`src/rbw_pkg.sv`:
```
// Package for the rainbow HSV to RGB generator: sizes, hue format,
// register indices, reset hue table and inter-stage types. No dependencies.
`default_nettype none

package rbw_pkg;

  localparam int NumLights = 16;
  localparam int AddrW     = (NumLights > 1) ? $clog2(NumLights) : 1;
  localparam int IndexW    = 6;
  localparam int HueW      = 15;
  localparam int FracW     = 12;
  localparam int HueSector = 1 << FracW;
  localparam int HueCircle = 6 * HueSector;
  localparam int UnitW     = 9;
  localparam int UnitMax   = 256;
  localparam int ChromaW   = 17;
  localparam int ColW      = 8;
  localparam int CfgIdxW   = 2;
  localparam int CfgDataW  = 15;

  typedef enum logic [CfgIdxW-1:0] {
    CfgHueStep    = 2'd0,
    CfgSaturation = 2'd1,
    CfgBrightness = 2'd2
  } cfg_reg_e;

  typedef logic [HueW-1:0] hue_arr_t [NumLights];

  // two circles spread over the lights
  function automatic hue_arr_t init_hues();
    hue_arr_t h;
    for (int i = 0; i < NumLights; i++) begin
      h[i] = HueW'(((i * 2 * HueCircle) / NumLights) % HueCircle);
    end
    return h;
  endfunction

  localparam hue_arr_t HueInit = init_hues();

  typedef struct packed {
    logic             valid;
    logic [AddrW-1:0] idx;
    logic [HueW-1:0]  hue;
  } hsv_req_t;

  typedef struct packed {
    logic [IndexW-1:0] light_index;
    logic [ColW-1:0]   red;
    logic [ColW-1:0]   green;
    logic [ColW-1:0]   blue;
    logic              last;
  } col_t;

endpackage

`default_nettype wire

```
`src/rbw_if.sv`:
```
// Handshake interfaces: frame request, colour output and register write.
// Depends on rbw_pkg.
`default_nettype none

interface rbw_req_if;
  import rbw_pkg::*;
  logic valid;
  logic ready;
  logic frame_request;
  modport source (output valid, output frame_request, input ready);
  modport sink   (input valid, input frame_request, output ready);
endinterface

interface rbw_col_if;
  import rbw_pkg::*;
  logic              valid;
  logic              ready;
  logic [IndexW-1:0] light_index;
  logic [ColW-1:0]   red;
  logic [ColW-1:0]   green;
  logic [ColW-1:0]   blue;
  logic              last;
  modport source (output valid, output light_index, output red, output green,
                  output blue, output last, input ready);
  modport sink   (input valid, input light_index, input red, input green,
                  input blue, input last, output ready);
endinterface

interface rbw_cfg_if;
  import rbw_pkg::*;
  logic                valid;
  logic                ready;
  logic [CfgIdxW-1:0]  index;
  logic [CfgDataW-1:0] data;
  modport source (output valid, output index, output data, input ready);
  modport sink   (input valid, input index, input data, output ready);
endinterface

`default_nettype wire

```
`src/rbw_ram.sv`:
```
// Generic single-port-write, single-port-read RAM with registered read.
// No dependencies.
`default_nettype none

module rbw_ram #(
  parameter int Width = 8,
  parameter int Depth = 16,
  localparam int AddrW = (Depth > 1) ? $clog2(Depth) : 1
) (
  input  wire logic             clk_i,
  input  wire logic             we_i,
  input  wire logic [AddrW-1:0] waddr_i,
  input  wire logic [Width-1:0] wdata_i,
  input  wire logic             re_i,
  input  wire logic [AddrW-1:0] raddr_i,
  output logic      [Width-1:0] rdata_o
);

  logic [Width-1:0] mem_q [Depth];

  always_ff @(posedge clk_i) begin
    if (we_i) begin
      mem_q[waddr_i] <= wdata_i;
    end
    if (re_i) begin
      rdata_o <= mem_q[raddr_i];
    end
  end

endmodule

`default_nettype wire

```
`src/rbw_hsv.sv`:
```
// Two-stage HSV to RGB conversion with output register and stall control.
// Depends on rbw_pkg.
`default_nettype none

module rbw_hsv (
  input  wire logic                      clk_i,
  input  wire logic                      rst_ni,
  input  wire rbw_pkg::hsv_req_t         req_i,
  input  wire logic [rbw_pkg::ChromaW-1:0] chroma_i,
  input  wire logic [rbw_pkg::ChromaW-1:0] m_i,
  input  wire logic                      ready_i,
  output logic                           adv_o,
  output logic                           valid_o,
  output rbw_pkg::col_t                  col_o
);
  import rbw_pkg::*;

  function automatic logic [ColW-1:0] to_byte(logic [ChromaW-1:0] ch);
    logic [24:0] w;
    w = {ch, 8'b0} - {8'b0, ch} + 25'd32768;
    return w[23:16];
  endfunction

  logic             v2_q, v3_q, vo_q;
  logic [AddrW-1:0] idx2_q, idx3_q;
  logic [HueW-1:0]  hue2_q;
  logic [2:0]       sec3_q;
  logic [ChromaW-1:0] x3_q;
  col_t             col_q, col_d;

  logic [FracW:0]   t;
  logic [29:0]      prod;
  logic [2:0]       sec2;
  logic [ChromaW-1:0] rr, gg, bb;

  assign adv_o   = !vo_q || ready_i;
  assign valid_o = vo_q;
  assign col_o   = col_q;

  assign sec2 = hue2_q[HueW-1:FracW];
  assign t    = sec2[0] ? ((FracW+1)'(HueSector) - {1'b0, hue2_q[FracW-1:0]})
                        : {1'b0, hue2_q[FracW-1:0]};
  assign prod = 30'(chroma_i) * 30'(t);

  always_comb begin
    case (sec3_q)
      3'd0:    begin rr = chroma_i; gg = x3_q;     bb = '0;       end
      3'd1:    begin rr = x3_q;     gg = chroma_i; bb = '0;       end
      3'd2:    begin rr = '0;       gg = chroma_i; bb = x3_q;     end
      3'd3:    begin rr = '0;       gg = x3_q;     bb = chroma_i; end
      3'd4:    begin rr = x3_q;     gg = '0;       bb = chroma_i; end
      default: begin rr = chroma_i; gg = '0;       bb = x3_q;     end
    endcase
    col_d.light_index = IndexW'(idx3_q);
    col_d.red         = to_byte(ChromaW'(rr + m_i));
    col_d.green       = to_byte(ChromaW'(gg + m_i));
    col_d.blue        = to_byte(ChromaW'(bb + m_i));
    col_d.last        = (idx3_q == AddrW'(NumLights - 1));
  end

  always_ff @(posedge clk_i or negedge rst_ni) begin
    if (!rst_ni) begin
      v2_q <= 1'b0;
      v3_q <= 1'b0;
      vo_q <= 1'b0;
    end else if (adv_o) begin
      v2_q <= req_i.valid;
      v3_q <= v2_q;
      vo_q <= v3_q;
    end
  end

  always_ff @(posedge clk_i) begin
    if (adv_o) begin
      idx2_q <= req_i.idx;
      hue2_q <= req_i.hue;
      idx3_q <= idx2_q;
      sec3_q <= sec2;
      x3_q   <= prod[FracW+ChromaW-1:FracW];
      col_q  <= col_d;
    end
  end

endmodule

`default_nettype wire

```
`src/rainbow_hsv_to_rgb_generator.sv`:
```
// Rainbow generator top: per-frame hue advance over a hue RAM, then HSV to RGB.
// Colours follow the request transaction at one colour a cycle while col_o is not stalled.
// A new frame is taken only after the hue RAM read-modify-write walk over all lights.
// Reset: control and config registers to reset values; hues read as the initial spread until first written.
// Depends on rbw_pkg, rbw_if, rbw_ram and rbw_hsv.
`default_nettype none

module rainbow_hsv_to_rgb_generator (
  input  wire logic  clk_i,
  input  wire logic  rst_ni,
  rbw_cfg_if.sink    cfg_i,
  rbw_req_if.sink    req_i,
  rbw_col_if.source  col_o
);
  import rbw_pkg::*;

  logic [HueW-1:0]    step_q;
  logic [UnitW-1:0]   sat_q, bri_q;
  logic [UnitW-1:0]   s_c, v_c, v_q;
  logic [ChromaW-1:0] chroma_q, m;

  logic               run_q, run_d;
  logic [AddrW-1:0]   cnt_q, cnt_d;
  logic               v1_q, vb1_q;
  logic [AddrW-1:0]   idx1_q;
  logic [NumLights-1:0] hvld_q;

  logic               adv, start, re, we;
  logic [HueW-1:0]    rdata, hue_cur, hue_new;
  logic [HueW:0]      sum;
  hsv_req_t           hreq;
  col_t               col;
  logic               col_vld;

  // configuration
  assign cfg_i.ready = 1'b1;

  always_ff @(posedge clk_i or negedge rst_ni) begin
    if (!rst_ni) begin
      step_q <= '0;
      sat_q  <= UnitW'(UnitMax);
      bri_q  <= UnitW'(UnitMax);
    end else if (cfg_i.valid) begin
      unique case (cfg_i.index)
        CfgHueStep:    step_q <= cfg_i.data[HueW-1:0];
        CfgSaturation: sat_q  <= cfg_i.data[UnitW-1:0];
        CfgBrightness: bri_q  <= cfg_i.data[UnitW-1:0];
        default:       ;
      endcase
    end
  end

  assign s_c = (sat_q > UnitW'(UnitMax)) ? UnitW'(UnitMax) : sat_q;
  assign v_c = (bri_q > UnitW'(UnitMax)) ? UnitW'(UnitMax) : bri_q;

  always_ff @(posedge clk_i) begin
    chroma_q <= ChromaW'(s_c * v_c);
    v_q      <= v_c;
  end

  assign m = {v_q, 8'b0} - chroma_q;

  // frame sequencer
  assign req_i.ready = !run_q && !v1_q;
  assign start       = req_i.valid && req_i.ready && req_i.frame_request;
  assign re          = adv && run_q;

  always_comb begin
    run_d = run_q;
    cnt_d = cnt_q;
    if (start) begin
      run_d = 1'b1;
      cnt_d = '0;
    end else if (re) begin
      cnt_d = cnt_q + 1'b1;
      if (cnt_q == AddrW'(NumLights - 1)) begin
        run_d = 1'b0;
      end
    end
  end

  always_ff @(posedge clk_i or negedge rst_ni) begin
    if (!rst_ni) begin
      run_q  <= 1'b0;
      cnt_q  <= '0;
      v1_q   <= 1'b0;
      hvld_q <= '0;
    end else begin
      run_q <= run_d;
      cnt_q <= cnt_d;
      if (adv) begin
        v1_q <= run_q;
      end
      if (we) begin
        hvld_q[idx1_q] <= 1'b1;
      end
    end
  end

  always_ff @(posedge clk_i) begin
    if (re) begin
      idx1_q <= cnt_q;
      vb1_q  <= hvld_q[cnt_q];
    end
  end

  // hue read-modify-write
  rbw_ram #(
    .Width (HueW),
    .Depth (NumLights)
  ) u_hue_ram (
    .clk_i   (clk_i),
    .we_i    (we),
    .waddr_i (idx1_q),
    .wdata_i (hue_new),
    .re_i    (re),
    .raddr_i (cnt_q),
    .rdata_o (rdata)
  );

  assign hue_cur = vb1_q ? rdata : HueInit[idx1_q];
  assign sum     = {1'b0, hue_cur} + {1'b0, step_q};

  always_comb begin
    if (sum >= (HueW+1)'(2 * HueCircle)) begin
      hue_new = HueW'(sum - (HueW+1)'(2 * HueCircle));
    end else if (sum >= (HueW+1)'(HueCircle)) begin
      hue_new = HueW'(sum - (HueW+1)'(HueCircle));
    end else begin
      hue_new = sum[HueW-1:0];
    end
  end

  assign we = adv && v1_q;

  assign hreq.valid = v1_q;
  assign hreq.idx   = idx1_q;
  assign hreq.hue   = hue_new;

  rbw_hsv u_hsv (
    .clk_i    (clk_i),
    .rst_ni   (rst_ni),
    .req_i    (hreq),
    .chroma_i (chroma_q),
    .m_i      (m),
    .ready_i  (col_o.ready),
    .adv_o    (adv),
    .valid_o  (col_vld),
    .col_o    (col)
  );

  assign col_o.valid       = col_vld;
  assign col_o.light_index = col.light_index;
  assign col_o.red         = col.red;
  assign col_o.green       = col.green;
  assign col_o.blue        = col.blue;
  assign col_o.last        = col.last;

endmodule

`default_nettype wire
```
`src/flat_wrapper.sv`:
```
// flat-port wrapper written by rule: the top's interface ports become plain ports
module rainbow_hsv_to_rgb_generator_flat import rbw_pkg::*;
  (clk_i, rst_ni, cfg_i_valid, cfg_i_index, cfg_i_data, cfg_i_ready, req_i_valid, req_i_frame_request, req_i_ready, col_o_valid, col_o_light_index, col_o_red, col_o_green, col_o_blue, col_o_last, col_o_ready);
  rbw_cfg_if cfg_i_i ();
  rbw_req_if req_i_i ();
  rbw_col_if col_o_i ();
  input  wire logic clk_i;
  input  wire logic rst_ni;
  input wire logic [$bits(cfg_i_i.valid)-1:0] cfg_i_valid;
  input wire logic [$bits(cfg_i_i.index)-1:0] cfg_i_index;
  input wire logic [$bits(cfg_i_i.data)-1:0] cfg_i_data;
  output wire logic [$bits(cfg_i_i.ready)-1:0] cfg_i_ready;
  input wire logic [$bits(req_i_i.valid)-1:0] req_i_valid;
  input wire logic [$bits(req_i_i.frame_request)-1:0] req_i_frame_request;
  output wire logic [$bits(req_i_i.ready)-1:0] req_i_ready;
  output wire logic [$bits(col_o_i.valid)-1:0] col_o_valid;
  output wire logic [$bits(col_o_i.light_index)-1:0] col_o_light_index;
  output wire logic [$bits(col_o_i.red)-1:0] col_o_red;
  output wire logic [$bits(col_o_i.green)-1:0] col_o_green;
  output wire logic [$bits(col_o_i.blue)-1:0] col_o_blue;
  output wire logic [$bits(col_o_i.last)-1:0] col_o_last;
  input wire logic [$bits(col_o_i.ready)-1:0] col_o_ready;
  assign cfg_i_i.valid = cfg_i_valid;
  assign cfg_i_i.index = cfg_i_index;
  assign cfg_i_i.data = cfg_i_data;
  assign cfg_i_ready = cfg_i_i.ready;
  assign req_i_i.valid = req_i_valid;
  assign req_i_i.frame_request = req_i_frame_request;
  assign req_i_ready = req_i_i.ready;
  assign col_o_valid = col_o_i.valid;
  assign col_o_light_index = col_o_i.light_index;
  assign col_o_red = col_o_i.red;
  assign col_o_green = col_o_i.green;
  assign col_o_blue = col_o_i.blue;
  assign col_o_last = col_o_i.last;
  assign col_o_i.ready = col_o_ready;
  rainbow_hsv_to_rgb_generator u_core (.clk_i(clk_i), .rst_ni(rst_ni), .cfg_i(cfg_i_i), .req_i(req_i_i), .col_o(col_o_i));
endmodule
```
`config.mk`:
```
export PLATFORM = sky130hd
export DESIGN_NAME = rainbow_hsv_to_rgb_generator_flat
export DESIGN_NICKNAME = d
export VERILOG_FILES = /design/src/rbw_pkg.sv /design/src/rbw_if.sv /design/src/rbw_ram.sv /design/src/rbw_hsv.sv /design/src/rainbow_hsv_to_rgb_generator.sv /design/src/flat_wrapper.sv
export SDC_FILE = /design/constraint.sdc
export NUM_CORES = 1
export LEC_CHECK = 0
export BUFFER_PORTS_ARGS = -buffer_cell sky130_fd_sc_hd__buf_2
export CORE_MARGIN = 4
export CORE_UTILIZATION = 56
export CTS_CLUSTER_SIZE = 20
export DETAILED_ROUTE_END_ITERATION = 16
export PLACE_DENSITY = 0.73
export SYNTH_ARGS = -nofsm -noshare
export SYNTH_HDL_FRONTEND = slang
export SYNTH_SLANG_ARGS = --single-unit
```
`constraint.sdc`:
```
create_clock -name clk_i -period 14.95 [get_ports clk_i]
set_clock_uncertainty 0.15 [all_clocks]
set_input_delay 0.7475 -clock clk_i [delete_from_list [all_inputs] [get_ports clk_i]]
set_output_delay 0.7475 -clock clk_i [all_outputs]
set_load 0.01 [all_outputs]
```
## After elaboration in Yosys (flattened, before gate mapping)

Memories as Yosys holds them, arrays and structs flattened. A register that Yosys moved wholly into a read port is not among the register bits.
Cells that the tools add are included.

| operators by class | value |
|---|---|
| $add $sub $neg | 15 |
| multiply operators | 2 |
| magnitude comparators | 8 |
| equality and inequality tests | 8 |
| mux-type cells | 22 |
| bitwise logic cells | 2 |
| reductions and logical operators | 24 |

Operator list:

| kind | number |
|---|---|
| $pmux 17 s2 | 3 |
| $mux 15 | 5 |
| $add 24x16->24 const B | 3 |
| $sub 24x17->24 | 3 |
| $add 17x17->17 | 3 |
| $sub 15x15->15 const B | 2 |
| $mul 17x13->29 | 1 |
| $gt 9x9->1 const B | 2 |
| $mux 9 | 2 |
| $mul 9x9->17 | 1 |
| $sub 17x17->17 | 1 |
| $add 15x15->16 | 1 |
| $ge 16x15->1 const B | 1 |
| $ge 16x16->1 const B | 1 |
| $or 16x16->16 | 1 |
| $mux 13 | 1 |
| $sub 13x12->13 const A | 1 |
| $reduce_or 2->1 | 6 |
| $lt 4x5->1 const B | 2 |
| $eq 4x4->1 const B | 2 |
| $mux 4 | 2 |
| $reduce_and 2->1 | 4 |
| $mux 1 | 7 |
| $eq 3x2->1 const B | 2 |
| 16 further kinds | 24 |

| word-level totals | value |
|---|---|
| flip-flop bits (word level) | 161 |
| memory bits (writable) | 240 |
| ROM bits | 240 |
| bits of input ports | 23 |
| output and inout bits | 34 |
| memories | 2 |

Memories:

| name | depth | bits a word | rd ports | clocked after memory_dff | wr ports | RTL line | text |
|---|---|---|---|---|---|---|---|
| (no name shown) | 16 | 15 | 1 | 0 | 0 | rainbow_hsv_to_rgb_generator.sv:121 | `assign hue_cur = vb1_q ? rdata : HueInit[idx1_q];` |
| u_core.u_hue_ram.mem_q | 16 | 15 | 1 | 1 | 1 | rbw_ram.sv:19 | `logic [Width-1:0] mem_q [Depth];` |

## Logic depth before layout (Yosys ltp)

| logic depth | value |
|---|---|
| depth in word-level cells | 9 |
| mapped depth | 31 |

## Hierarchy

A second synthesis with hierarchy kept.

| second synthesis, totals | value |
|---|---|
| cell total of the unflattened synthesis | 2674 |
| area total of the unflattened synthesis | 30539.3 um2 |

By module, submodules not included:

| module | times used | cells each | area each (um2) | sequential area each (um2) |
|---|---|---|---|---|
| rbw_hsv | 1 | 1544 | 13902.1 | 2237.1 |
| rbw_ram | 1 | 406 | 9596.7 | 7657.3 |
| rainbow_hsv_to_rgb_generator | 1 | 724 | 7040.5 | 2049.5 |

## Worst setup path after synthesis

No wires, ideal clock.

| path | value |
|---|---|
| kind | flip-flop to flip-flop |
| from | reg u_core.u_hsv.hue2_q[0] |
| to | reg u_core.u_hsv.x3_q[15] (data pin) |
| setup time | 0.258 ns |
| arrival time | 7.161 ns |
| slack | 7.381 ns |
| cell stages (with the launch flop) | 27 |
| path buffers | 2 |
| period minus slack after synthesis | 7.569 ns |
| cell sequence | edfxtp_1 clkbuf_1 inv_2 ha_1 nand3b_1 or2_2 nor4b_1 clkbuf_1 and2_1 fa_1 fa_1 fa_1 fa_1 inv_1 fa_1 inv_1 ha_1 a21o_1 a21o_1 a21o_1 a21o_1 a2111oi_0 nand2_1 a41o_1 o21a_1 nor2_1 xnor2_1 |

| on the way | value |
|---|---|
| longest elaborated chain between the ends | 3 |

Ends and longest elaborated chain:

| element | RTL line | text |
|---|---|---|
| start: declaration | rbw_hsv.sv:26 | `logic [HueW-1:0] hue2_q;` |
| start signal: assignment | rbw_hsv.sv:76 | `hue2_q <= req_i.hue;` |
| $sub 13x12->13 | rbw_hsv.sv:41 | `assign t = sec2[0] ? ((FracW+1)'(HueSector) - {1'b0, hue2_q[FracW-1:0]})` |
| $mux 13 (*) | rbw_hsv.sv:41 |  |
| $mul 17x13->29 (*) | rbw_hsv.sv:43 | `assign prod = 30'(chroma_i) * 30'(t);` |
| via u_core.u_hsv.prod[27] | rbw_hsv.sv:32 | `logic [29:0] prod;` |
| end signal: assignment | rbw_hsv.sv:79 | `x3_q <= prod[FracW+ChromaW-1:FracW];` |
| end: declaration | rbw_hsv.sv:28 | `logic [ChromaW-1:0] x3_q;` |

Mark *: on every way through the listed nets, which the timed path passes. The rest lies on a longest branch.
A chain may end at the register's enable or synchronous reset.

## Final worst setup path

| path | value |
|---|---|
| from | reg u_core.u_hsv.hue2_q[0] |
| to | reg u_core.u_hsv.x3_q[16] (data pin) |

Same word-level chain as after synthesis.

==> results_dict.tcl <==
set metrics [dict create \
    worstPathMaxFanout 11 \
    numClockSinks 416 \
    ctsHtreeMaxLevel 2 \
    async_reset_ff_share_pct 13.9 \
    first_pass_iters 5 \
    wl_met1_um 26200 \
    ctsLongestPathBuffers 3 \
    wire_per_inst_um 20.8 \
    holdCritPathClass "primary input to async pin" \
    rows 84 \
    cts_resized 0 \
    max_cap_viol_count 0 \
    path_cells "inv_2 > ha_1 > nand3b_1 > or2_2 > o41ai_1 > xnor2_1 > and2_1 > fa_1 > fa_1 > fa_1 > fa_1 > inv_1 > fa_1 > inv_1 > ha_1 > a21o_1 > a21o_1 > a21o_1 > a21o_1 > a2111oi_0 > nand2_1 > a41o_1 > o41ai_2 > xnor2_1" \
    track_usage_pct 25.1 \
    post-route-period-util_pct 56.1 \
    r2r_start "u_core.u_hsv.hue2_q[0]$_DFFE_PN_" \
    post-route-min-period_ns 8.38 \
    syn_area_um2 29800 \
    final_layout_size_suffix_gt1_share_pct 12.7 \
    finalSetupViolCount 0 \
    initial_utilization_pct 56.6 \
    path_common_cell "fa_1" \
    critPathCaptureType "register" \
    fin_nets 3117 \
    dr.max_layer_used "met4" \
    dieWidth_um 239 \
    fin_setup_tns_ns 0 \
    fp.dieArea_um2 57000 \
    wl_met3_um 3810 \
    dr_wl_met2_um 36400 \
    synth-seq-cells 416 \
    diodes 0 \
    io_pins 57 \
    critPathMaxStageDelay_ns 0.57 \
    cp-startpoint "u_core.u_hsv.hue2_q[0]$_DFFE_PN_" \
    cts-buffers-inserted 44 \
    cp-start-kind "register" \
    synth_edf_count 332 \
    place_congestion 0.897 \
    grt_pass1_wl_um 112000 \
    drt-initial-drc-count 1485 \
    clk_pin_slew_ns 0.06 \
    maxSlewViolCount 0 \
    finalHoldViolCount 0 \
    post-cts-setup-buffers 0 \
    max-slew-margin-rel_pct 19.0 \
    vias 19500 \
    worst_pin_slew_ns 1.21 \
    worstSetupPathType "register to register" \
    clk_latency_ns 0.59 \
    ant_nets 0 \
    slowest_stage "edfxtp_1" \
    cts_tree "yes" \
    fmax_mhz 119 \
    root_buffer "clkbuf_16" \
    coreArea_um2 52700 \
    required_ns 15.13 \
    critical_path_arrival_ns 8.56 \
    antenna_found_initial 1 \
    vias_per_cell 5.82 \
    critical_path_buf_inv_count 3 \
    grt_max_degree 78 \
    status "finished clean" \
    yosysUniqueCellTypes 77 \
    syn_inst 2560 \
    wl_um 69500 \
    crit_family "adder cells" \
    syn_to_final_growth_pct 8.97 \
    post-route-drc-count 0 \
    post-dp-hpwl_um 50900 \
    die_h_um 239 \
    rsz0062_at_grt "false" \
    ys_warn_count 0 \
    ys.flop_type "edfxtp_1" \
    grt_pass1_vias 20500 \
    overflow 0 \
    port_buffers 53 \
    cts_hold_repair.buffers 0 \
    seq_area_frac_synth_pct 40.1 \
    postSynthAreaPerCell_um2 11.6 \
]
final cells by class:
cell class | instances | area, µm²
clock buffer | 50 | 1130
inverter | 340 | 1280
fill | 4046 | 20200
clock inverter | 32 | 287
tap | 688 | 861
timing repair buffer | 105 | 656
multi-input combinational | 1719 | 16300
sequential | 416 | 11900
per-stage QoR:
step / hold slack, ns / util [%] / area (µm²) / instances / worst slack [ns]
final: 0.148 / 61.7 / 32500 / 3350 / 6.57
after global routing: 0.204 / 61.7 / 32500 / 3350 / 6.04
after CTS: 0.148 / 61.7 / 32500 / 3350 / 6.39
after detailed placement: 0.255 / 59.0 / 31100 / 3268 / 6.40
after global placement: 0.253 / 59.0 / 31100 / 3268 / 6.67
after floorplan: 0.250 / - / 29800 / 2561 / 7.38
kinds of logic after synthesis:
kind of cell	share of synthesized area, %
mux	7.54
fa+ha+maj	25.1
buf+inv	5.40
xor+xnor	4.13
flops	40.1
other cells	0.0252
simple gates	11.0
compound gates	6.78
cells in the final DEF (no fill, tap or decap), drive strengths merged, types with 24 or more instances in the layout:
| cell type | n |
|---|---|
| a21o | 43 |
| a21oi | 87 |
| a22o | 31 |
| and2 | 82 |
| buf | 105 |
| clkbuf | 50 |
| dfrtp | 56 |
| dfxtp | 26 |
| edfxtp | 332 |
| fa | 216 |
| ha | 252 |
| inv | 342 |
| mux2 | 38 |
| mux4 | 80 |
| nand2 | 288 |
| nand2b | 28 |
| nor2 | 135 |
| nor2b | 28 |
| nor3 | 38 |
| o21a | 24 |
| o21ai | 42 |
| xnor2 | 101 |
| xor2 | 37 |
state kept, by name, indices dropped and copies added (netlist names), 15 cells and up:
name	flops
u_core.step_q	15
u_core.u_hsv.col_o	29
u_core.hvld_q	16
u_core.chroma_q	17
u_core.u_hue_ram.mem_q	240
u_core.u_hue_ram.rdata_o	15
u_core.u_hsv.hue2_q	15
u_core.u_hsv.x3_q	17
metal layers:
metal / vias to the layer above / global-route usage [%]
li1: 8897 / -
met1: 9721 / 30.8
met2: 697 / 45.4
met3: 178 / 2.70
met4: 0 / 10.2
met5: - / 0
cells in the mapped netlist (20+ instances only):
cell      instances  share of area [%]
dfxtp_1          26                1.7
mux2_2           38                1.4
fa_1            216                 15
a21oi_1          86                1.4
edfxtp_1        332                 33
nor2_1          135                1.7
ha_1            252                 11
a22o_1           31               0.91
o21ai_0          40               0.67
nand2b_1         28               0.59
a21o_1           43                1.1
o21a_1           24               0.60
mux4_2           80                6.0
xnor2_1         101                3.0
inv_1           337                4.2
nand2_1         288                3.6
xor2_1           37                1.1
and2_1           82                1.7
clkbuf_1         74               0.93
or2_2            21               0.44
nor2b_1          28               0.59
dfrtp_1          56                4.7
nor3_1           38               0.64
nand3_1          20               0.34
path summary, 6_finish.rpt:
check                                                    to  slack (ns)  cells after the start
setup / recovery            u_core.u_hsv.x3_q[16]$_DFFE_PN_        6.57                     24
hold / removal                u_core.step_q[10]$_DFFE_PN0P_        0.15                      2
setup reg to reg            u_core.u_hsv.x3_q[16]$_DFFE_PN_        6.57                     24
hold reg to reg            u_core.u_hsv.idx3_q[2]$_DFFE_PN_        0.26                      0
max in group asynchronous       u_core.sat_q[3]$_DFFE_PN0P_       13.96                      2
min in group clk_i            u_core.step_q[14]$_DFFE_PN0P_        0.24                      2
worst reg2reg max path, cell delays in order (launching register included):
cell and delay [ns]:
edfxtp_1 0.57, inv_2 0.25, ha_1 0.22, nand3b_1 0.10
or2_2 0.33, o41ai_1 0.54, xnor2_1 0.43, and2_1 0.30
fa_1 0.46, fa_1 0.52, fa_1 0.52, fa_1 0.54
inv_1 0.05, fa_1 0.52, inv_1 0.04, ha_1 0.34
a21o_1 0.19, a21o_1 0.18, a21o_1 0.19, a21o_1 0.19
a2111oi_0 0.56, nand2_1 0.23, a41o_1 0.33, o41ai_2 0.24
xnor2_1 0.11
Power is left out: the tool's default activity adds up to more than one toggle a clock period on the data nets, which glitch-free logic cannot reach.
